===== config.mk =====
export PLATFORM = sky130hd
export DESIGN_NAME = outcode_line_clipper
export DESIGN_NICKNAME = d
export VERILOG_FILES = /design/src/sv/olc_pkg.sv /design/src/sv/olc_serial_mul.sv /design/src/sv/olc_serial_div.sv /design/src/sv/outcode_line_clipper.sv
export SDC_FILE = /design/constraint.sdc
export NUM_CORES = 1
export LEC_CHECK = 0
export ABC_AREA = 1
export BUFFER_PORTS_ARGS = -buffer_cell sky130_fd_sc_hd__buf_2
export CAP_MARGIN = 20
export CORE_MARGIN = 4
export CORE_UTILIZATION = 45
export DETAILED_ROUTE_END_ITERATION = 6
export GPL_TIMING_DRIVEN = 0
export PLACE_DENSITY = 0.68
export SLEW_MARGIN = 15
export SYNTH_ARGS = -nofsm -noshare
export SYNTH_HDL_FRONTEND = slang
export SYNTH_SLANG_ARGS = --single-unit

===== constraint.sdc =====
create_clock -name clk_i -period 11.07 [get_ports clk_i]
set_input_delay 1.107 -clock clk_i [delete_from_list [all_inputs] [get_ports clk_i]]
set_output_delay 1.107 -clock clk_i [all_outputs]
set_load 0.01 [all_outputs]

===== src/sv/olc_pkg.sv =====
// Shared types and constants for the outcode line clipper.
// No dependencies; outcode_line_clipper refers to it by scoped names.
`default_nettype none

package olc_pkg;

  // Outcode bit positions
  localparam int unsigned OC_LEFT   = 0;
  localparam int unsigned OC_RIGHT  = 1;
  localparam int unsigned OC_TOP    = 2;
  localparam int unsigned OC_BOTTOM = 3;

  // Window register indexes on the configuration port
  localparam int unsigned CFG_IDX_BITS = 2;
  localparam logic [CFG_IDX_BITS-1:0] CFG_LEFT   = 2'd0;
  localparam logic [CFG_IDX_BITS-1:0] CFG_TOP    = 2'd1;
  localparam logic [CFG_IDX_BITS-1:0] CFG_RIGHT  = 2'd2;
  localparam logic [CFG_IDX_BITS-1:0] CFG_BOTTOM = 2'd3;

  // Edge moves before a segment is given up as rejected
  localparam int unsigned ITER_LIMIT = 16;
  localparam int unsigned ITER_BITS  = 5;

  typedef enum logic [1:0] {
    SIDE_BOTTOM,
    SIDE_TOP,
    SIDE_RIGHT,
    SIDE_LEFT
  } side_e;

  typedef enum logic [1:0] {
    S_IDLE,
    S_TEST,
    S_MUL,
    S_DIV
  } state_e;

endpackage

`default_nettype wire


===== src/sv/olc_serial_mul.sv =====
// Bit-serial unsigned shift-add multiplier, one multiplier bit per cycle.
// Standalone; used by outcode_line_clipper.
`default_nettype none

module olc_serial_mul #(
  parameter int unsigned W = 16
) (
  input  wire logic           clk_i,
  input  wire logic           rst_ni,
  input  wire logic           go_i,
  input  wire logic [W-1:0]   a_i,
  input  wire logic [W-1:0]   b_i,
  output logic                fin_o,
  output logic [2*W-1:0]      prod_o
);

  localparam int unsigned CW = $clog2(W + 1);

  logic [CW-1:0]  cnt_q, cnt_d;
  logic           run_q, run_d;
  logic           fin_q, fin_d;
  logic [2*W-1:0] acc_q, acc_d;
  logic [W-1:0]   mcand_q, mcand_d;
  logic [W:0]     sum;

  always_comb begin
    sum     = {1'b0, acc_q[2*W-1:W]} + (acc_q[0] ? {1'b0, mcand_q} : '0);
    cnt_d   = cnt_q;
    run_d   = run_q;
    fin_d   = 1'b0;
    acc_d   = acc_q;
    mcand_d = mcand_q;
    if (go_i) begin
      acc_d   = {{W{1'b0}}, b_i};
      mcand_d = a_i;
      cnt_d   = CW'(W);
      run_d   = 1'b1;
    end else if (run_q) begin
      // add the multiplicand on a set low bit, then shift right
      acc_d = {sum, acc_q[W-1:1]};
      cnt_d = cnt_q - CW'(1);
      if (cnt_q == CW'(1)) begin
        run_d = 1'b0;
        fin_d = 1'b1;
      end
    end
  end

  always_ff @(posedge clk_i or negedge rst_ni) begin
    if (!rst_ni) begin
      cnt_q <= '0;
      run_q <= 1'b0;
      fin_q <= 1'b0;
    end else begin
      cnt_q <= cnt_d;
      run_q <= run_d;
      fin_q <= fin_d;
    end
  end

  always_ff @(posedge clk_i) begin
    acc_q   <= acc_d;
    mcand_q <= mcand_d;
  end

  assign fin_o  = fin_q;
  assign prod_o = acc_q;

endmodule

`default_nettype wire


===== src/sv/olc_serial_div.sv =====
// Restoring unsigned divider, one quotient bit per cycle.
// Standalone; the quotient must fit in W bits (dividend high half below divisor).
`default_nettype none

module olc_serial_div #(
  parameter int unsigned W = 16
) (
  input  wire logic           clk_i,
  input  wire logic           rst_ni,
  input  wire logic           go_i,
  input  wire logic [2*W-1:0] num_i,
  input  wire logic [W-1:0]   den_i,
  output logic                fin_o,
  output logic [W-1:0]        quo_o
);

  localparam int unsigned CW = $clog2(W + 1);

  logic [CW-1:0] cnt_q, cnt_d;
  logic          run_q, run_d;
  logic          fin_q, fin_d;
  logic [W:0]    rem_q, rem_d;
  logic [W-1:0]  quo_q, quo_d;
  logic [W-1:0]  den_q, den_d;
  logic [W:0]    shifted;
  logic [W+1:0]  diff;

  always_comb begin
    shifted = {rem_q[W-1:0], quo_q[W-1]};
    diff    = {1'b0, shifted} - {2'b00, den_q};
    cnt_d   = cnt_q;
    run_d   = run_q;
    fin_d   = 1'b0;
    rem_d   = rem_q;
    quo_d   = quo_q;
    den_d   = den_q;
    if (go_i) begin
      rem_d = {1'b0, num_i[2*W-1:W]};
      quo_d = num_i[W-1:0];
      den_d = den_i;
      cnt_d = CW'(W);
      run_d = 1'b1;
    end else if (run_q) begin
      // subtract when it fits, shift the quotient bit in at the bottom
      if (!diff[W+1]) begin
        rem_d = diff[W:0];
        quo_d = {quo_q[W-2:0], 1'b1};
      end else begin
        rem_d = shifted;
        quo_d = {quo_q[W-2:0], 1'b0};
      end
      cnt_d = cnt_q - CW'(1);
      if (cnt_q == CW'(1)) begin
        run_d = 1'b0;
        fin_d = 1'b1;
      end
    end
  end

  always_ff @(posedge clk_i or negedge rst_ni) begin
    if (!rst_ni) begin
      cnt_q <= '0;
      run_q <= 1'b0;
      fin_q <= 1'b0;
    end else begin
      cnt_q <= cnt_d;
      run_q <= run_d;
      fin_q <= fin_d;
    end
  end

  always_ff @(posedge clk_i) begin
    rem_q <= rem_d;
    quo_q <= quo_d;
    den_q <= den_d;
  end

  assign fin_o = fin_q;
  assign quo_o = quo_q;

endmodule

`default_nettype wire


===== src/sv/outcode_line_clipper.sv =====
// Top level of the outcode line clipper: window registers, control sequencer, datapath.
// Depends on olc_pkg, olc_serial_mul and olc_serial_div.
//
//   channel   handshake          payload
//   -------   ----------------   ------------------------------------------------
//   request   start / busy       start_x_i, start_y_i, end_x_i, end_y_i
//   result    done_o strobe      accepted_o, clipped_{start,end}_{x,y}_o
//   config    cfg_we_i           cfg_idx_i (0 left, 1 top, 2 right, 3 bottom),
//                                cfg_data_i
//
// A request is taken when start is high and busy is low. Each edge move is an outcode
// test, a serial multiply and a serial divide; the multiplier and divider each work
// one bit per cycle. A segment needs up to four moves for an ordinary window and up
// to 16 moves for an inverted window.
// done_o is high for exactly one cycle; the receiver cannot stall, and busy drops in
// that same cycle so the next request may enter. Reset clears the window to zero.
`default_nettype none

module outcode_line_clipper #(
  parameter int unsigned COORD_BITS = 16
) (
  input  wire logic                                 clk_i,
  input  wire logic                                 rst_ni,
  // request
  input  wire logic                                 start,
  output logic                                      busy,
  input  wire logic signed [COORD_BITS-1:0]         start_x_i,
  input  wire logic signed [COORD_BITS-1:0]         start_y_i,
  input  wire logic signed [COORD_BITS-1:0]         end_x_i,
  input  wire logic signed [COORD_BITS-1:0]         end_y_i,
  // result
  output logic                                      done_o,
  output logic                                      accepted_o,
  output logic signed [COORD_BITS-1:0]              clipped_start_x_o,
  output logic signed [COORD_BITS-1:0]              clipped_start_y_o,
  output logic signed [COORD_BITS-1:0]              clipped_end_x_o,
  output logic signed [COORD_BITS-1:0]              clipped_end_y_o,
  // configuration
  input  wire logic                                 cfg_we_i,
  input  wire logic [olc_pkg::CFG_IDX_BITS-1:0]     cfg_idx_i,
  input  wire logic [COORD_BITS-1:0]                cfg_data_i
);

  localparam int unsigned W = COORD_BITS;

  // Outcode of one point against the window. Right is tested only when left is clear,
  // bottom only when top is clear.
  function automatic logic [3:0] outcode(
    input logic signed [W-1:0] x,
    input logic signed [W-1:0] y,
    input logic signed [W-1:0] wl,
    input logic signed [W-1:0] wt,
    input logic signed [W-1:0] wr,
    input logic signed [W-1:0] wb
  );
    logic [3:0] c;
    c = '0;
    if (x < wl) c[olc_pkg::OC_LEFT] = 1'b1;
    else if (x > wr) c[olc_pkg::OC_RIGHT] = 1'b1;
    if (y < wt) c[olc_pkg::OC_TOP] = 1'b1;
    else if (y > wb) c[olc_pkg::OC_BOTTOM] = 1'b1;
    return c;
  endfunction

  // Window registers
  logic signed [W-1:0] win_left_q, win_top_q, win_right_q, win_bottom_q;

  // Sequencer
  olc_pkg::state_e state_q, state_d;
  logic [olc_pkg::ITER_BITS-1:0] iter_q;

  // Working endpoints and per-move bookkeeping
  logic signed [W-1:0] sx_q, sy_q, ex_q, ey_q;
  olc_pkg::side_e side_q, side_d;
  logic           first_q, first_d;
  logic           neg_q, neg_d;
  logic [W-1:0]   den_q, den_d;

  // Result registers
  logic                done_q;
  logic                acc_res_q;
  logic signed [W-1:0] res_sx_q, res_sy_q, res_ex_q, res_ey_q;

  // Decision datapath
  logic [3:0]          c1, c2, co;
  logic                dec_accept, dec_reject, dec_move;
  logic                horiz;
  logic signed [W-1:0] edge_val;
  logic signed [W:0]   diff_a, diff_b, diff_d;
  logic [W:0]          mag_a, mag_b, mag_d;

  // Move application
  logic [W-1:0]        quo;
  logic [W-1:0]        quo_signed;
  logic signed [W-1:0] base, moved;

  // Sequencer outputs
  logic take_req, mul_go, div_go, apply_move;

  // Serial units
  logic           mul_fin, div_fin;
  logic [2*W-1:0] prod;

  // ---------------------------------------------------------------------------
  // Configuration writes
  always_ff @(posedge clk_i or negedge rst_ni) begin
    if (!rst_ni) begin
      win_left_q   <= '0;
      win_top_q    <= '0;
      win_right_q  <= '0;
      win_bottom_q <= '0;
    end else if (cfg_we_i) begin
      unique case (cfg_idx_i)
        olc_pkg::CFG_LEFT:   win_left_q   <= cfg_data_i;
        olc_pkg::CFG_TOP:    win_top_q    <= cfg_data_i;
        olc_pkg::CFG_RIGHT:  win_right_q  <= cfg_data_i;
        olc_pkg::CFG_BOTTOM: win_bottom_q <= cfg_data_i;
        default: ;
      endcase
    end
  end

  // ---------------------------------------------------------------------------
  // Outcode test and edge selection. The line parameter is always measured from the
  // first endpoint, whichever endpoint moves.
  always_comb begin
    c1 = outcode(sx_q, sy_q, win_left_q, win_top_q, win_right_q, win_bottom_q);
    c2 = outcode(ex_q, ey_q, win_left_q, win_top_q, win_right_q, win_bottom_q);
    co = (c1 != 4'b0) ? c1 : c2;

    dec_accept = (c1 | c2) == 4'b0;
    dec_reject = !dec_accept &&
                 (((c1 & c2) != 4'b0) ||
                  (iter_q == olc_pkg::ITER_BITS'(olc_pkg::ITER_LIMIT)));
    dec_move   = !dec_accept && !dec_reject;

    // bottom, top, right, left in that priority
    if (co[olc_pkg::OC_BOTTOM]) begin
      side_d   = olc_pkg::SIDE_BOTTOM;
      edge_val = win_bottom_q;
    end else if (co[olc_pkg::OC_TOP]) begin
      side_d   = olc_pkg::SIDE_TOP;
      edge_val = win_top_q;
    end else if (co[olc_pkg::OC_RIGHT]) begin
      side_d   = olc_pkg::SIDE_RIGHT;
      edge_val = win_right_q;
    end else begin
      side_d   = olc_pkg::SIDE_LEFT;
      edge_val = win_left_q;
    end
    horiz = (side_d == olc_pkg::SIDE_BOTTOM) || (side_d == olc_pkg::SIDE_TOP);

    if (horiz) begin
      diff_a = {ex_q[W-1], ex_q} - {sx_q[W-1], sx_q};
      diff_b = {edge_val[W-1], edge_val} - {sy_q[W-1], sy_q};
      diff_d = {ey_q[W-1], ey_q} - {sy_q[W-1], sy_q};
    end else begin
      diff_a = {ey_q[W-1], ey_q} - {sy_q[W-1], sy_q};
      diff_b = {edge_val[W-1], edge_val} - {sx_q[W-1], sx_q};
      diff_d = {ex_q[W-1], ex_q} - {sx_q[W-1], sx_q};
    end

    // differences of two in-range coordinates have magnitudes below 2^W
    mag_a = diff_a[W] ? -diff_a : diff_a;
    mag_b = diff_b[W] ? -diff_b : diff_b;
    mag_d = diff_d[W] ? -diff_d : diff_d;

    first_d = c1 != 4'b0;
    neg_d   = diff_a[W] ^ diff_b[W] ^ diff_d[W];
    den_d   = mag_d[W-1:0];
  end

  // ---------------------------------------------------------------------------
  // Next state
  always_comb begin
    state_d = state_q;
    unique case (state_q)
      olc_pkg::S_IDLE: if (start) state_d = olc_pkg::S_TEST;
      olc_pkg::S_TEST: state_d = dec_move ? olc_pkg::S_MUL : olc_pkg::S_IDLE;
      olc_pkg::S_MUL:  if (mul_fin) state_d = olc_pkg::S_DIV;
      olc_pkg::S_DIV:  if (div_fin) state_d = olc_pkg::S_TEST;
      default:         state_d = olc_pkg::S_IDLE;
    endcase
  end

  // Sequencer outputs
  always_comb begin
    take_req   = 1'b0;
    mul_go     = 1'b0;
    div_go     = 1'b0;
    apply_move = 1'b0;
    unique case (state_q)
      olc_pkg::S_IDLE: take_req   = start;
      olc_pkg::S_TEST: mul_go     = dec_move;
      olc_pkg::S_MUL:  div_go     = mul_fin;
      olc_pkg::S_DIV:  apply_move = div_fin;
      default: ;
    endcase
  end

  assign busy = state_q != olc_pkg::S_IDLE;

  always_ff @(posedge clk_i or negedge rst_ni) begin
    if (!rst_ni) begin
      state_q <= olc_pkg::S_IDLE;
      iter_q  <= '0;
      done_q  <= 1'b0;
    end else begin
      state_q <= state_d;
      done_q  <= (state_q == olc_pkg::S_TEST) && !dec_move;
      if (take_req) begin
        iter_q <= '0;
      end else if (apply_move) begin
        iter_q <= iter_q + olc_pkg::ITER_BITS'(1);
      end
    end
  end

  // ---------------------------------------------------------------------------
  // Serial multiply of the two magnitudes, then divide by the third
  olc_serial_mul #(
    .W (W)
  ) u_mul (
    .clk_i  (clk_i),
    .rst_ni (rst_ni),
    .go_i   (mul_go),
    .a_i    (mag_a[W-1:0]),
    .b_i    (mag_b[W-1:0]),
    .fin_o  (mul_fin),
    .prod_o (prod)
  );

  olc_serial_div #(
    .W (W)
  ) u_div (
    .clk_i  (clk_i),
    .rst_ni (rst_ni),
    .go_i   (div_go),
    .num_i  (prod),
    .den_i  (den_q),
    .fin_o  (div_fin),
    .quo_o  (quo)
  );

  // Truncating quotient gets its sign back and is added to the first endpoint's
  // coordinate along the edge. Only an inverted window can overflow the quotient,
  // and such a window rejects every segment, so the wrapped value never shows.
  always_comb begin
    quo_signed = neg_q ? (~quo + W'(1)) : quo;
    if ((side_q == olc_pkg::SIDE_BOTTOM) || (side_q == olc_pkg::SIDE_TOP)) begin
      base = sx_q;
    end else begin
      base = sy_q;
    end
    moved = base + $signed(quo_signed);
  end

  // Endpoint and per-move registers (payload)
  always_ff @(posedge clk_i) begin
    if (take_req) begin
      sx_q <= start_x_i;
      sy_q <= start_y_i;
      ex_q <= end_x_i;
      ey_q <= end_y_i;
    end else if (apply_move) begin
      unique case (side_q)
        olc_pkg::SIDE_BOTTOM: begin
          if (first_q) begin sx_q <= moved; sy_q <= win_bottom_q; end
          else begin ex_q <= moved; ey_q <= win_bottom_q; end
        end
        olc_pkg::SIDE_TOP: begin
          if (first_q) begin sx_q <= moved; sy_q <= win_top_q; end
          else begin ex_q <= moved; ey_q <= win_top_q; end
        end
        olc_pkg::SIDE_RIGHT: begin
          if (first_q) begin sx_q <= win_right_q; sy_q <= moved; end
          else begin ex_q <= win_right_q; ey_q <= moved; end
        end
        olc_pkg::SIDE_LEFT: begin
          if (first_q) begin sx_q <= win_left_q; sy_q <= moved; end
          else begin ex_q <= win_left_q; ey_q <= moved; end
        end
        default: ;
      endcase
    end

    if (mul_go) begin
      side_q  <= side_d;
      first_q <= first_d;
      neg_q   <= neg_d;
      den_q   <= den_d;
    end

    // Hold the result until the next decision; zeros on reject
    if ((state_q == olc_pkg::S_TEST) && !dec_move) begin
      acc_res_q <= dec_accept;
      res_sx_q  <= dec_accept ? sx_q : '0;
      res_sy_q  <= dec_accept ? sy_q : '0;
      res_ex_q  <= dec_accept ? ex_q : '0;
      res_ey_q  <= dec_accept ? ey_q : '0;
    end
  end

  assign done_o            = done_q;
  assign accepted_o        = acc_res_q;
  assign clipped_start_x_o = res_sx_q;
  assign clipped_start_y_o = res_sy_q;
  assign clipped_end_x_o   = res_ex_q;
  assign clipped_end_y_o   = res_ey_q;

  // ---------------------------------------------------------------------------
  // Assertions

  // A result only follows an outcode test
  a_done_after_test : assert property (@(posedge clk_i) disable iff (!rst_ni)
    done_q |-> $past(state_q == olc_pkg::S_TEST))
    else $error("result strobe without a preceding outcode test");

  // The move counter never passes its limit
  a_iter_bound : assert property (@(posedge clk_i) disable iff (!rst_ni)
    iter_q <= olc_pkg::ITER_BITS'(olc_pkg::ITER_LIMIT))
    else $error("edge move counter beyond its limit");

  // Rejected segments come out as all zeros
  a_reject_zero : assert property (@(posedge clk_i) disable iff (!rst_ni)
    (done_o && !accepted_o) |->
      (clipped_start_x_o == '0) && (clipped_start_y_o == '0) &&
      (clipped_end_x_o == '0) && (clipped_end_y_o == '0))
    else $error("rejected segment with nonzero coordinates");

  // Accepted endpoints lie inside the window
  a_accept_inside : assert property (@(posedge clk_i) disable iff (!rst_ni)
    (done_o && accepted_o) |->
      (clipped_start_x_o >= win_left_q) && (clipped_start_x_o <= win_right_q) &&
      (clipped_start_y_o >= win_top_q) && (clipped_start_y_o <= win_bottom_q) &&
      (clipped_end_x_o >= win_left_q) && (clipped_end_x_o <= win_right_q) &&
      (clipped_end_y_o >= win_top_q) && (clipped_end_y_o <= win_bottom_q))
    else $error("accepted segment endpoint outside the window");

endmodule

`default_nettype wire

======== After elaboration in Yosys (flattened, before gate mapping) ========
Index checks and enable logic that the tools add are counted.
cells by class
  bitwise operators ....................... 5
  shifts and indexed selects .............. 0
  multipliers ............................. 0
  magnitude comparators ................... 8
  divide/modulo/power cells ............... 0
  reductions and logical operators ........ 31
  add/subtract/negate cells ............... 14
  mux-type cells .......................... 85
  equal/unequal tests ..................... 28
operator list
  kind                                                  number
  2-to-1 mux 16 bit                                     34
  case mux 16 bit (3 select lines)                      4
  subtractor 16 x 16 -> 17 bit                          4
  > comparator 16 bit                                   4
  < comparator 16 bit                                   4
  2-to-1 mux 17 bit                                     3
  negation 16 bit                                       3
  2-to-1 mux 1 bit                                      30
  2-to-1 mux 5 bit                                      6
  inequality test 3 bit (second input constant)         8
  subtractor 17 x 16 -> 18 bit                          1
  adder 16 x 16 -> 17 bit                               1
  adder 16 x 1 -> 16 bit (second input constant)        1
  adder 16 bit                                          1
  inverter 16 bit                                       1
  AND reduction 4 bit                                   4
  equality test 2 bit (second input constant)           6
  2-to-1 mux 2 bit                                      6
  equality test 5 x 1 -> 1 bit (second input constant)  2
  subtractor 5 x 1 -> 5 bit (second input constant)     2
  equality test 2 x 1 -> 1 bit (second input constant)  4
  logical NOT 2 bit                                     4
  case mux 2 bit (4 select lines)                       1
  AND reduction 2 bit                                   4
  other kinds (18)                                      33
storage, ports and cells
  register bits ........................... 331
  latch bits .............................. 0
  bits of input ports ..................... 86
  memory bits (writable) .................. 0
  bits in read-only memories .............. 0
  memories ................................ 0
  logic and storage cells ................. 203

======== Longest topological paths before layout ========
Gate-level depths: netlist of run 1.
  word-level depth ........................ 14
  gate-level depth with buffers ........... 40
  depth with buffers taken out ............ 38

======== By module ========
A second synthesis of run 1 with hierarchy kept.
unflattened totals
  cell total of the unflattened synthesis .. 3176
  area total of the unflattened synthesis .. 24323.3 sq um
modules (own cells, without submodules)
  module                cells each  area an instance (sq um)  times used
  outcode_line_clipper  2340        17778.3                   1
  olc_serial_div        438         3473.3                    1
  olc_serial_mul        398         3071.7                    1

======== Worst setup path before layout of run 1 ========
No wires, ideal clock.
  path kind ............................... reg2reg
  start point ............................. register win_left_q[15]
  end point ............................... register u_mul.acc_q[9] (netlist: u_mul.prod_o[9]), data pin
  buffers on the path ..................... 3
  data arrival time ....................... 4.514 ns
  setup time .............................. 0.261 ns
  required time ........................... 10.809 ns
  stages on the path, launching flop included .. 32
  path slack .............................. 6.295 ns
  path through ............................ dfrtp_1 -> inv_1 -> ha_1 -> nand2_1 -> inv_1 -> nand3_1 -> inv_1 -> a21oi_1 -> nand3_1 -> nand2_1 -> nand2_2 -> nor2_4 -> a21oi_4 -> buf_6 -> buf_4 -> inv_1 -> buf_2 -> a21oi_1 -> nand2_1 -> o21ai_0 -> ha_1 -> fa_1 -> o21ai_0 -> nand3_1 -> o2111ai_1 -> a21oi_1 -> or2_2 -> nand2_1 -> inv_1 -> or2_2 -> xnor2_1 -> o21ai_0
between the ends
  longest elaborated chain between the ends .. 13
ends and longest elaborated chain
  what                                                                                   line                         source
  start, declared                                                                        outcode_line_clipper.sv:66   logic signed [W-1:0] win_left_q, win_top_q, win_right_q, win_bottom_q;
  start signal, assigned                                                                 outcode_line_clipper.sv:114  olc_pkg::CFG_LEFT: win_left_q <= cfg_data_i;
  parallel branches: the longest is 12 deep, another holds subtractor 16 x 16 -> 17 bit  -
  2-to-1 mux 16 bit (*)                                                                  olc_serial_mul.sv:33         if (go_i) begin
  via u_mul.acc_d[9]                                                                     olc_serial_mul.sv:22         logic [2*W-1:0] acc_q, acc_d;
  end signal, assigned                                                                   olc_serial_mul.sv:62         acc_q <= acc_d;
  end, declared                                                                          olc_serial_mul.sv:22
Mark *: on every way through the listed nets, which the timed path passes.
A chain may end at the register's enable or synchronous reset.

======== Worst setup path after layout of run 1 ========
  start point ............................. register ex_q[5]
  end point ............................... register u_mul.acc_q[14] (netlist: u_mul.prod_o[14]), data pin
between the ends
  longest elaborated chain between the ends .. 13
ends and longest elaborated chain
  what                                                                                   line                         source
  start, declared                                                                        outcode_line_clipper.sv:73   logic signed [W-1:0] sx_q, sy_q, ex_q, ey_q;
  start signal, assigned                                                                 outcode_line_clipper.sv:263  ex_q <= end_x_i;
  start signal, assigned                                                                 outcode_line_clipper.sv:269  else begin ex_q <= moved; ey_q <= win_bottom_q; end
  start signal, assigned                                                                 outcode_line_clipper.sv:273  else begin ex_q <= moved; ey_q <= win_top_q; end
  parallel branches: the longest is 12 deep, another holds subtractor 16 x 16 -> 17 bit  -
  2-to-1 mux 16 bit (*)                                                                  olc_serial_mul.sv:33
  via u_mul.acc_d[14]                                                                    olc_serial_mul.sv:22
Marks and branches as above.

==> results of run 1 <==
## kinds of logic (layout without fill, tap and decap cells)
kind of cell	after synthesis	after routing	synth area share, %
XOR/XNOR	120	120	4.493
AO/OA/AOI/OAI	589	589	13.88
flip-flops	331	331	39.68
adder cells (fa/ha/maj)	240	240	12.94
AND/OR/NAND/NOR	1172	1172	20.23
buffers and inverters	515	747	8.779
## cells in the final DEF (no fill, tap or decap), types with 6 or more instances in the layout
cell | netlist | routed
o211ai_1 | 20 | 20
nand3b_1 | 12 | 12
nand2_1 | 777 | 776
o21bai_1 | 8 | 8
xor2_1 | 82 | 82
buf_2 | 18 | 170
o21ai_1 | 11 | 11
a21boi_0 | 12 | 12
clkbuf_16 | 0 | 41
nand4_1 | 25 | 25
o22ai_1 | 24 | 24
nand3_1 | 114 | 114
edfxtp_1 | 229 | 229
nor2_1 | 195 | 195
o21a_1 | 6 | 6
dfxtp_1 | 16 | 16
or2_2 | 6 | 6
inv_2 | 9 | 10
fa_1 | 6 | 6
xnor2_1 | 37 | 37
o21ai_0 | 264 | 262
o21ai_2 | 5 | 7
a31oi_1 | 8 | 8
nand2_2 | 10 | 11
buf_6 | 10 | 13
inv_1 | 417 | 415
a21oi_1 | 196 | 196
nor3_1 | 19 | 19
ha_1 | 234 | 234
dfrtp_1 | 86 | 86
clkbuf_1 | 48 | 55
o221ai_1 | 9 | 9
## layer usage
metal  vias to the layer above  global-route usage [%]
li1                      10250                       -
met1                      9759                   36.60
met2                       909                   43.69
met3                       219                   4.239
met4                         0                   13.82
met5                         -                       0
## worst max-delay path by stage
stage / startpoint / end / slack [ns] / depth (start not counted)
finish: ex_q[5]$_DFFE_PP_ / u_mul.prod_o[14]$_DFFE_PP_ / 4.59 / 26
floorplan: win_left_q[15]$_DFFE_PN0P_ / u_mul.prod_o[9]$_DFFE_PP_ / 6.30 / 31
global route: ex_q[5]$_DFFE_PP_ / u_mul.prod_o[14]$_DFFE_PP_ / 4.11 / 25
CTS: ex_q[5]$_DFFE_PP_ / u_mul.prod_o[14]$_DFFE_PP_ / 4.79 / 25
global placement: ex_q[5]$_DFFE_PP_ / u_mul.prod_o[14]$_DFFE_PP_ / 4.82 / 25
detailed placement: ex_q[5]$_DFFE_PP_ / u_mul.prod_o[14]$_DFFE_PP_ / 4.83 / 25
## layout make-up
cell class	instances	area [µm²]	area share [%]
Buffer	87	462.9	1.735
Clock buffer	50	1080	4.047
Clock inverter	24	286.5	1.074
Inverter	428	1609	6.030
Multi-Input combinational cell	2121	12150	45.55
Sequential cell	331	9349	35.04
Tap cell	680	850.8	3.189
Timing Repair Buffer	158	892.1	3.343
## metrics by stage
step	cell area (µm²)	std cells	utilization, %	setup WS (ns)
floorplan	23560	2967	-	6.295
global placement	25170	3799	48.77	4.822
detailed placement	25320	3805	49.05	4.832
CTS	26680	3879	51.70	4.792
global route	26680	3879	51.70	4.109
finish	26680	3879	51.70	4.588
==> impl_metrics.env, run 1 <==
export IMPL_status="finished clean"
export IMPL_critPathCaptureType="register"
export IMPL_worstPathMaxFanout=10
export IMPL_root_buffer="clkbuf_16"
export IMPL_fillCellCount=4996
export IMPL_worstPathRequired_ns=11.39
export IMPL_post_dp_hpwl_um=64550
export IMPL_via_per_inst=5.449
export IMPL_arrival_ns=6.80
export IMPL_final_nets=3493
export IMPL_avgRoutedWirePerCell_um=20.41
export IMPL_initial_utilization_pct=45.65
export IMPL_num_rows=83
export IMPL_drc=0
export IMPL_routed_top_layer="met4"
export IMPL_grt_antenna_before_repair=0
export IMPL_finalMaxSlewViolations=0
export IMPL_area_delta_synth_final_pct=13.26
export IMPL_finalCriticalPeriod_ns=6.482
export IMPL_ff2ff_setup_slack_ns=4.59
export IMPL_max_cap_viol_count=0
export IMPL_met3_length_um=6472
export IMPL_fin_hold_ws_ns=0.3777
export IMPL_numPortBuffers=152
export IMPL_fin_tns_setup_ns=0
export IMPL_grt_max_degree=70
export IMPL_slew_headroom_pct=45.54
export IMPL_ant_nets=0
export IMPL_synth_ff_latch_count=331
export IMPL_die_y_um=236.8
export IMPL_synth_largest_area_cell="edfxtp_1"
export IMPL_clk_path_buf_depth=3
export IMPL_clock_sinks=331
export IMPL_postSynth_asyncResetShare_pct=25.98
export IMPL_cts_tree="yes"
export IMPL_clk_latency_ns=0.58
export IMPL_dieArea_mm2=0.05608
export IMPL_syn_avg_cell_area_um2=7.941
export IMPL_layout_drive_gt1_share_pct=9.565
export IMPL_critPathMostFrequentCell="nand2_1"
export IMPL_grt_first_pass_wirelength_um=118300
export IMPL_boundaryPins=153
export IMPL_syn_nets=3293
export IMPL_tightest_slew_ns=0.8150
export IMPL_skew_ns=0.03720
export IMPL_cts_hold_buf=0
export IMPL_synth_edf_count=229
export IMPL_clk_pin_slew_worst_paths_ns=0.07
export IMPL_fmax_mhz=154.3
export IMPL_cts_htree_levels=2
export IMPL_wl_um=79170
export IMPL_drtPass1Iterations=6
export IMPL_cts_made_buffers=40
export IMPL_grt_pass1_vias=19830
export IMPL_coreArea_mm2=0.05161
export IMPL_n_antenna_cell=0
export IMPL_worst_path_largest_cell_delay_ns=0.58
export IMPL_critical_path_class="reg2reg"
export IMPL_grt_ovfl_total=0
export IMPL_track_usage_pct=27.48
export IMPL_cts_resized=0
export IMPL_postCtsSetupBuffers=0
export IMPL_wl_met2_um=35380
export IMPL_syn_instance_count=2967
export IMPL_syn_area_mm2=0.02356
export IMPL_synth_area_top_cells="edfxtp_1 (29%), ha_1 (12%), nand2_1 (12%)"
export IMPL_rsz0062_at_grt="no"
export IMPL_drt_initial_drc_count=1974
export IMPL_die_w_um=236.8
export IMPL_ys_seq_area_share_pct=39.68
export IMPL_yosys_warnings=0
export IMPL_finalHoldViolCount=0
export IMPL_netlist_area_leader_share_pct=29.19
export IMPL_slowest_stage="edfxtp_1"
export IMPL_cp_top_family="compound AO/OA/AOI/OAI gates"
export IMPL_ys_types=55
export IMPL_r2r_end="u_mul.prod_o[14]$_DFFE_PP_"
export IMPL_cp_num_buf_inv=2
export IMPL_min_period_over_period_pct=58.56
export IMPL_worstHoldPathType="in2async"
export IMPL_timing_rr_start="ex_q[5]$_DFFE_PP_"
export IMPL_gp_congestion=1.082
export IMPL_wirelength_met1_um=32670
export IMPL_vias=21140
export IMPL_worst_setup_path_start_kind="register"
export IMPL_largest_register_ffs=32
export IMPL_setup_violations_final=0
export IMPL_yosysMostFrequentCell="nand2_1"
export IMPL_reg2reg_depth=26
export IMPL_synthTopCellsByCount="nand2_1 (777), inv_1 (417), o21ai_0 (264)"
export IMPL_synth_ff_type="edfxtp_1"
Power of run 1 is not shown: default switching activity piles up to over one toggle a cycle in this logic, so the estimate is an artifact.
==> run 2, diff against run 1 <==
--- a/config.mk
+++ b/config.mk
@@ -5,7 +5,7 @@
 export SDC_FILE = /design/constraint.sdc
 export NUM_CORES = 1
 export LEC_CHECK = 0
-export ABC_AREA = 1
+export ABC_AREA = 0
 export BUFFER_PORTS_ARGS = -buffer_cell sky130_fd_sc_hd__buf_2
 export CAP_MARGIN = 20
 export CORE_MARGIN = 4
==> constraint.sdc (replaced) <==
create_clock -name clk_i -period 6.5 [get_ports clk_i]
set_input_delay 0.65 -clock clk_i [delete_from_list [all_inputs] [get_ports clk_i]]
set_output_delay 0.65 -clock clk_i [all_outputs]
set_load 0.01 [all_outputs]
==> run 2 against run 1 <==
  * Sequential share of layout area decreased by 1.3 points
  * Register-to-register slack got worse by 4.5 ns
  * Cell area up 3.7%
  * Critical path type unchanged
  * Count of clock-buffer cells in the layout grew 2
  * Highest routed layer unchanged
  * Synthesized cell count is 19% lower
  * Core utilization is 1.9 points higher
  * Via count shrank 4.8%
  * Non-clock buffer count rose by 71
  * Maximum frequency is 0.47% higher
==> impl_metrics.env, run 2 <==
export IMPL_die_y_um=236.9
export IMPL_avgRoutedWirePerCell_um=25.71
export IMPL_worstHoldPathType="in2async"
export IMPL_yosys_warnings=0
export IMPL_drt_initial_drc_count=1886
export IMPL_critPathCaptureType="register"
export IMPL_synth_edf_count=229
export IMPL_setup_ws_ns=0.04845
export IMPL_numPortBuffers=152
export IMPL_clk_latency_ns=0.57
export IMPL_setup_violations_final=0
export IMPL_clock_sinks=331
export IMPL_dieArea_mm2=0.05610
export IMPL_fmax_mhz=155.0
export IMPL_grt_pass1_vias=19970
export IMPL_clk_pin_slew_worst_paths_ns=0.06
export IMPL_critical_path_class="reg2reg"
export IMPL_drc=0
export IMPL_min_period_over_period_pct=99.25
export IMPL_fin_hold_ws_ns=0.1573
export IMPL_syn_avg_cell_area_um2=9.755
export IMPL_grt_first_pass_wirelength_um=126900
export IMPL_layout_common_cells="nand2_1 (248), edfxtp_1 (229), ha_1 (222)"
export IMPL_cts_tree="yes"
export IMPL_initial_utilization_pct=45.66
export IMPL_grt_antenna_before_repair=0
export IMPL_netlist_area_leader_share_pct=29.18
export IMPL_clk_path_buf_depth=3
export IMPL_finalCriticalPeriod_ns=6.452
export IMPL_coreArea_mm2=0.05161
export IMPL_finalHoldViolCount=0
export IMPL_ys_types=87
export IMPL_final_common_cell="nand2_1"
export IMPL_area_delta_synth_final_pct=17.43
export IMPL_wl_um=87410
export IMPL_finalMaxSlewViolations=0
export IMPL_arrival_ns=6.84
export IMPL_grt_ovfl_total=0
export IMPL_synth_area_top_cells="edfxtp_1 (29%), ha_1 (12%), dfrtp_1 (9.1%)"
export IMPL_vias=20130
export IMPL_cp_top_family="simple AND/OR/NAND/NOR gates"
export IMPL_postSynth_asyncResetShare_pct=25.98
export IMPL_worst_setup_path_start_kind="register"
export IMPL_worst_path_largest_cell_delay_ns=0.57
export IMPL_gp_congestion=1.033
export IMPL_final_nets=3015
export IMPL_drtPass1Iterations=5
export IMPL_slew_headroom_pct=28.90
export IMPL_post_dp_hpwl_um=67920
export IMPL_num_rows=83
export IMPL_fillCellCount=4618
export IMPL_largest_register_ffs=32
export IMPL_max_cap_viol_count=0
export IMPL_synth_ff_type="edfxtp_1"
export IMPL_layout_drive_gt1_share_pct=18.09
export IMPL_place_ws_ns=-0.8573
export IMPL_ys_seq_area_share_pct=39.67
export IMPL_slowest_stage="or4b_4"
export IMPL_track_usage_pct=30.16
export IMPL_die_w_um=236.9
export IMPL_via_per_inst=5.919
export IMPL_ant_nets=0
export IMPL_syn_instance_count=2416
export IMPL_boundaryPins=153
export IMPL_tightest_slew_ns=1.060
export IMPL_worstPathMaxFanout=6
export IMPL_root_buffer="clkbuf_16"
export IMPL_syn_nets=2742
export IMPL_yosysMostFrequentCell="nand2_1"
export IMPL_status="finished clean"
export IMPL_cts_htree_levels=2
export IMPL_grt_max_degree=50
export IMPL_cp_num_buf_inv=4
export IMPL_synthTopCellsByCount="nand2_1 (249), ha_1 (234), edfxtp_1 (229)"
export IMPL_syn_area_mm2=0.02357
export IMPL_cts_made_buffers=38
export IMPL_synth_ff_latch_count=331
export IMPL_skew_ns=0.02770
export IMPL_cts_hold_buf=0
export IMPL_worstPathRequired_ns=6.89
export IMPL_synth_largest_area_cell="edfxtp_1"
run 2: cell families after synthesis:
logic type	after synthesis	synth area share [%]
and+or+nand+nor	713	14.68
xor gates and xnor gates	149	5.537
AOI/OAI and AO/OA	571	15.76
adders and majority gates	240	12.93
buffers and inverters	252	4.284
muxes	160	7.145
DFF	331	39.67
run 2: worst paths after layout:
check	slack (ns)	endpoint	from	cells past startpoint
max	0.05	u_mul.prod_o[15]$_DFFE_PP_	sx_q[12]$_DFFE_PP_	26
min	0.16	u_div.run_q$_DFF_PN0_	rst_ni	1
max reg2reg	0.05	u_mul.prod_o[15]$_DFFE_PP_	sx_q[12]$_DFFE_PP_	26
min reg2reg	0.42	u_div.den_q[11]$_DFFE_PP_	den_q[11]$_DFFE_PP_	0
max in group asynchronous	5.63	win_right_q[15]$_DFFE_PN0P_	rst_ni	2
min in group clk_i	0.35	sy_q[4]$_DFFE_PP_	start_y_i[4]	2
run 2: layout make-up:
cell class              count  area (µm²)  share of cell area, %
clock buffers              52        1087                  3.928
multi-input cells        1833       13730                  49.60
well taps                 680       850.8                  3.074
flip-flops and latches    331        9349                  33.78
repair buffers            234        1436                  5.190
inverters                 169       636.9                  2.301
diodes                      1       2.502               0.009041
plain buffers              82       407.9                  1.474
clock inverters            18       178.9                 0.6464
run 2: what timing repair did:
| action | 4_1_cts | 5_1_grt |
|---|---|---|
| gates resized for setup | 65 | 55 |
| pin swaps | 20 | 33 |
| buffers inserted | 58 | 19 |
| setup endpoints to repair | 16 | 15 |
run 2: through the flow:
step                util, %  setup TNS (ns)  cells  cell area (µm²)
finish                53.63               0   3400            27680
global route          53.62         -0.1039   3399            27680
CTS                   52.78               0   3381            27240
detailed placement    48.96          -9.501   3253            25270
global placement      48.79          -29.62   3248            25180
floorplan                 -               0   2416            23570
run 2: layer usage:
layer / share of wire (%) / vias up / GRT usage [%]
met1: 41 / 9801 / 38.77
met2: 47 / 832 / 50.66
met4: 5.0 / 0 / 12.42
li1: - / 9288 / -
met3: 7.3 / 204 / 4.997
met5: 0 / - / 0
Power of run 2 is left out for the same reason.
==> run 3, diff against run 2 <==
--- a/config.mk
+++ b/config.mk
@@ -13,6 +13,7 @@
 export DETAILED_ROUTE_END_ITERATION = 6
 export GPL_TIMING_DRIVEN = 0
 export PLACE_DENSITY = 0.68
+export SETUP_SLACK_MARGIN = 0.15
 export SLEW_MARGIN = 15
 export SYNTH_ARGS = -nofsm -noshare
 export SYNTH_HDL_FRONTEND = slang
==> run 3 against run 2 <==
  * Count of clock-buffer cells in the layout stayed put
  * Non-clock buffer count is 7 higher
  * Critical path type unchanged
  * Die area stayed put
  * Register-to-register slack better by 0.09 ns
  * Clock skew is 0.0037 ns higher
  * Cell area hardly changed
  * First-iteration DRC count is 6.2% lower
  * Sequential share of layout area hardly changed
  * Setup slack better by 0.086 ns
==> impl_metrics.env, run 3 (synthesis results as in run 2) <==
export IMPL_worst_setup_path_start_kind="register"
export IMPL_grt_max_degree=50
export IMPL_vias=20270
export IMPL_reg2reg_depth=25
export IMPL_slowest_stage="or4b_4"
export IMPL_finalMaxSlewViolations=0
export IMPL_die_y_um=236.9
export IMPL_final_util_pct=53.58
export IMPL_final_common_cell="nand2_1"
export IMPL_clk_latency_ns=0.58
export IMPL_cts_tree="yes"
export IMPL_slew_headroom_pct=25.24
export IMPL_timing_rr_start="sx_q[13]$_DFFE_PP_"
export IMPL_ff2ff_setup_slack_ns=0.13
export IMPL_die_w_um=236.9
export IMPL_grt_pass1_vias=20030
export IMPL_placed_cells=3253
export IMPL_tightest_slew_ns=1.115
export IMPL_place_ws_ns=-0.8573
export IMPL_worstPathMaxFanout=7
export IMPL_clk_pin_slew_worst_paths_ns=0.06
export IMPL_track_usage_pct=30.27
export IMPL_rsz0062_at_grt="yes"
export IMPL_gp_congestion=1.033
export IMPL_initial_utilization_pct=45.66
export IMPL_num_rows=83
export IMPL_finalCriticalPeriod_ns=6.366
export IMPL_grt_ovfl_total=0
export IMPL_finalNonFillerCells=3408
export IMPL_area_delta_synth_final_pct=17.33
export IMPL_coreArea_mm2=0.05161
export IMPL_drc=0
export IMPL_setup_ws_ns=0.1340
export IMPL_max_cap_viol_count=0
export IMPL_avgRoutedWirePerCell_um=25.81
export IMPL_layout_drive_gt1_share_pct=18.01
export IMPL_cts_made_buffers=38
export IMPL_clock_sinks=331
export IMPL_dieArea_mm2=0.05610
export IMPL_drtPass1Iterations=7
export IMPL_r2r_end="u_mul.prod_o[15]$_DFFE_PP_"
export IMPL_cp_top_family="compound AO/OA/AOI/OAI gates"
export IMPL_worstPathRequired_ns=6.89
export IMPL_grt_antenna_before_repair=1
export IMPL_final_nets=3022
export IMPL_ant_nets=0
export IMPL_boundaryPins=153
export IMPL_via_per_inst=5.947
export IMPL_worst_path_largest_cell_delay_ns=0.56
export IMPL_cts_hold_buf=0
export IMPL_grt_first_pass_wirelength_um=127400
export IMPL_cp_num_buf_inv=5
export IMPL_worstHoldPathType="in2async"
export IMPL_numPortBuffers=152
export IMPL_drt_initial_drc_count=1769
export IMPL_min_period_over_period_pct=97.94
export IMPL_critPathCaptureType="register"
export IMPL_fin_hold_ws_ns=0.1596
export IMPL_critical_path_class="reg2reg"
export IMPL_status="finished clean"
export IMPL_cts_htree_levels=2
export IMPL_arrival_ns=6.76
export IMPL_largest_register_ffs=32
export IMPL_setup_violations_final=0
export IMPL_finalHoldViolCount=0
export IMPL_wl_um=87950
export IMPL_clk_path_buf_depth=3
export IMPL_root_buffer="clkbuf_16"
export IMPL_skew_ns=0.03143
export IMPL_layout_common_cells="nand2_1 (248), edfxtp_1 (229), ha_1 (226)"
export IMPL_post_dp_hpwl_um=67920
export IMPL_fmax_mhz=157.1
## run 3: cell types whose count changed in the layout (fill, tap and decap cells not counted), moves of 3 or more
cell   previous run  this run
buf_4            81        89
ha_4             11         7
inv_2             8         5
ha_1            222       226
inv_1           160       163
## run 3: repair_timing
action | in CTS | in global routing
setup buffers | 70 | 13
pin swaps | 36 | 26
endpoints found under the setup margin | 16 | 15
gates resized for setup | 90 | 21
## run 3: worst max path at each step
stage	startpoint	end	cells past startpoint
3_3_place_gp	ey_q[1]$_DFFE_PP_	u_mul.prod_o[15]$_DFFE_PP_	23
4_1_cts	sx_q[7]$_DFFE_PP_	u_mul.prod_o[15]$_DFFE_PP_	25
6_report	sx_q[13]$_DFFE_PP_	u_mul.prod_o[15]$_DFFE_PP_	25
5_1_grt	sx_q[12]$_DFFE_PP_	u_mul.prod_o[15]$_DFFE_PP_	27
2_1_floorplan	sy_q[15]$_DFFE_PP_	u_mul.prod_o[15]$_DFFE_PP_	26
3_5_place_dp	sy_q[15]$_DFFE_PP_	u_mul.prod_o[15]$_DFFE_PP_	25
## run 3: worst reg2reg max path: stages (launching register included)
cell      delay, ns
edfxtp_1       0.54
buf_4          0.22
ha_1           0.28
a21o_1         0.11
a21oi_1        0.08
o21ai_0        0.31
o21ai_2        0.23
or4b_4         0.56
buf_6          0.16
o31ai_2        0.17
buf_4          0.22
buf_12         0.16
mux2i_4        0.27
a21oi_1        0.12
o21ai_2        0.36
ha_4           0.22
inv_1          0.11
nor3_2         0.23
o21a_1         0.14
o21ai_1        0.09
nor2b_1        0.16
xnor2_1        0.19
or3_4          0.37
or4_1          0.48
a31o_2         0.25
a31oi_1        0.17
## run 3: cell type report
type                       count  area, µm²
antenna                        2      5.005
buffer                        82      402.9
clock buffer                  52       1087
clock inverter                18      178.9
fill                        4612      23960
inverter                     169      636.9
multi-input combinational   1833      13650
sequential                   331       9349
tap                          680      850.8
timing repair buffer         241       1493
## run 3: routing by layer
metal  part of all wire [%]  vias to the layer above  track usage (%)
met5                  0.015                        -                0
met4                    4.9                        2            12.56
met3                    7.3                      214            5.392
met2                     47                      840            50.83
met1                     41                     9912            38.65
li1                       -                     9300                -
## run 3: metrics by stage
stage,area [µm²],setup TNS [ns]
6_report,27650,0
5_1_grt,27650,-0.04455
4_1_cts,27440,0
3_5_place_dp,25270,-9.501
3_3_place_gp,25180,-29.62
2_1_floorplan,23570,0
Power of run 3 is left out for the same reason.
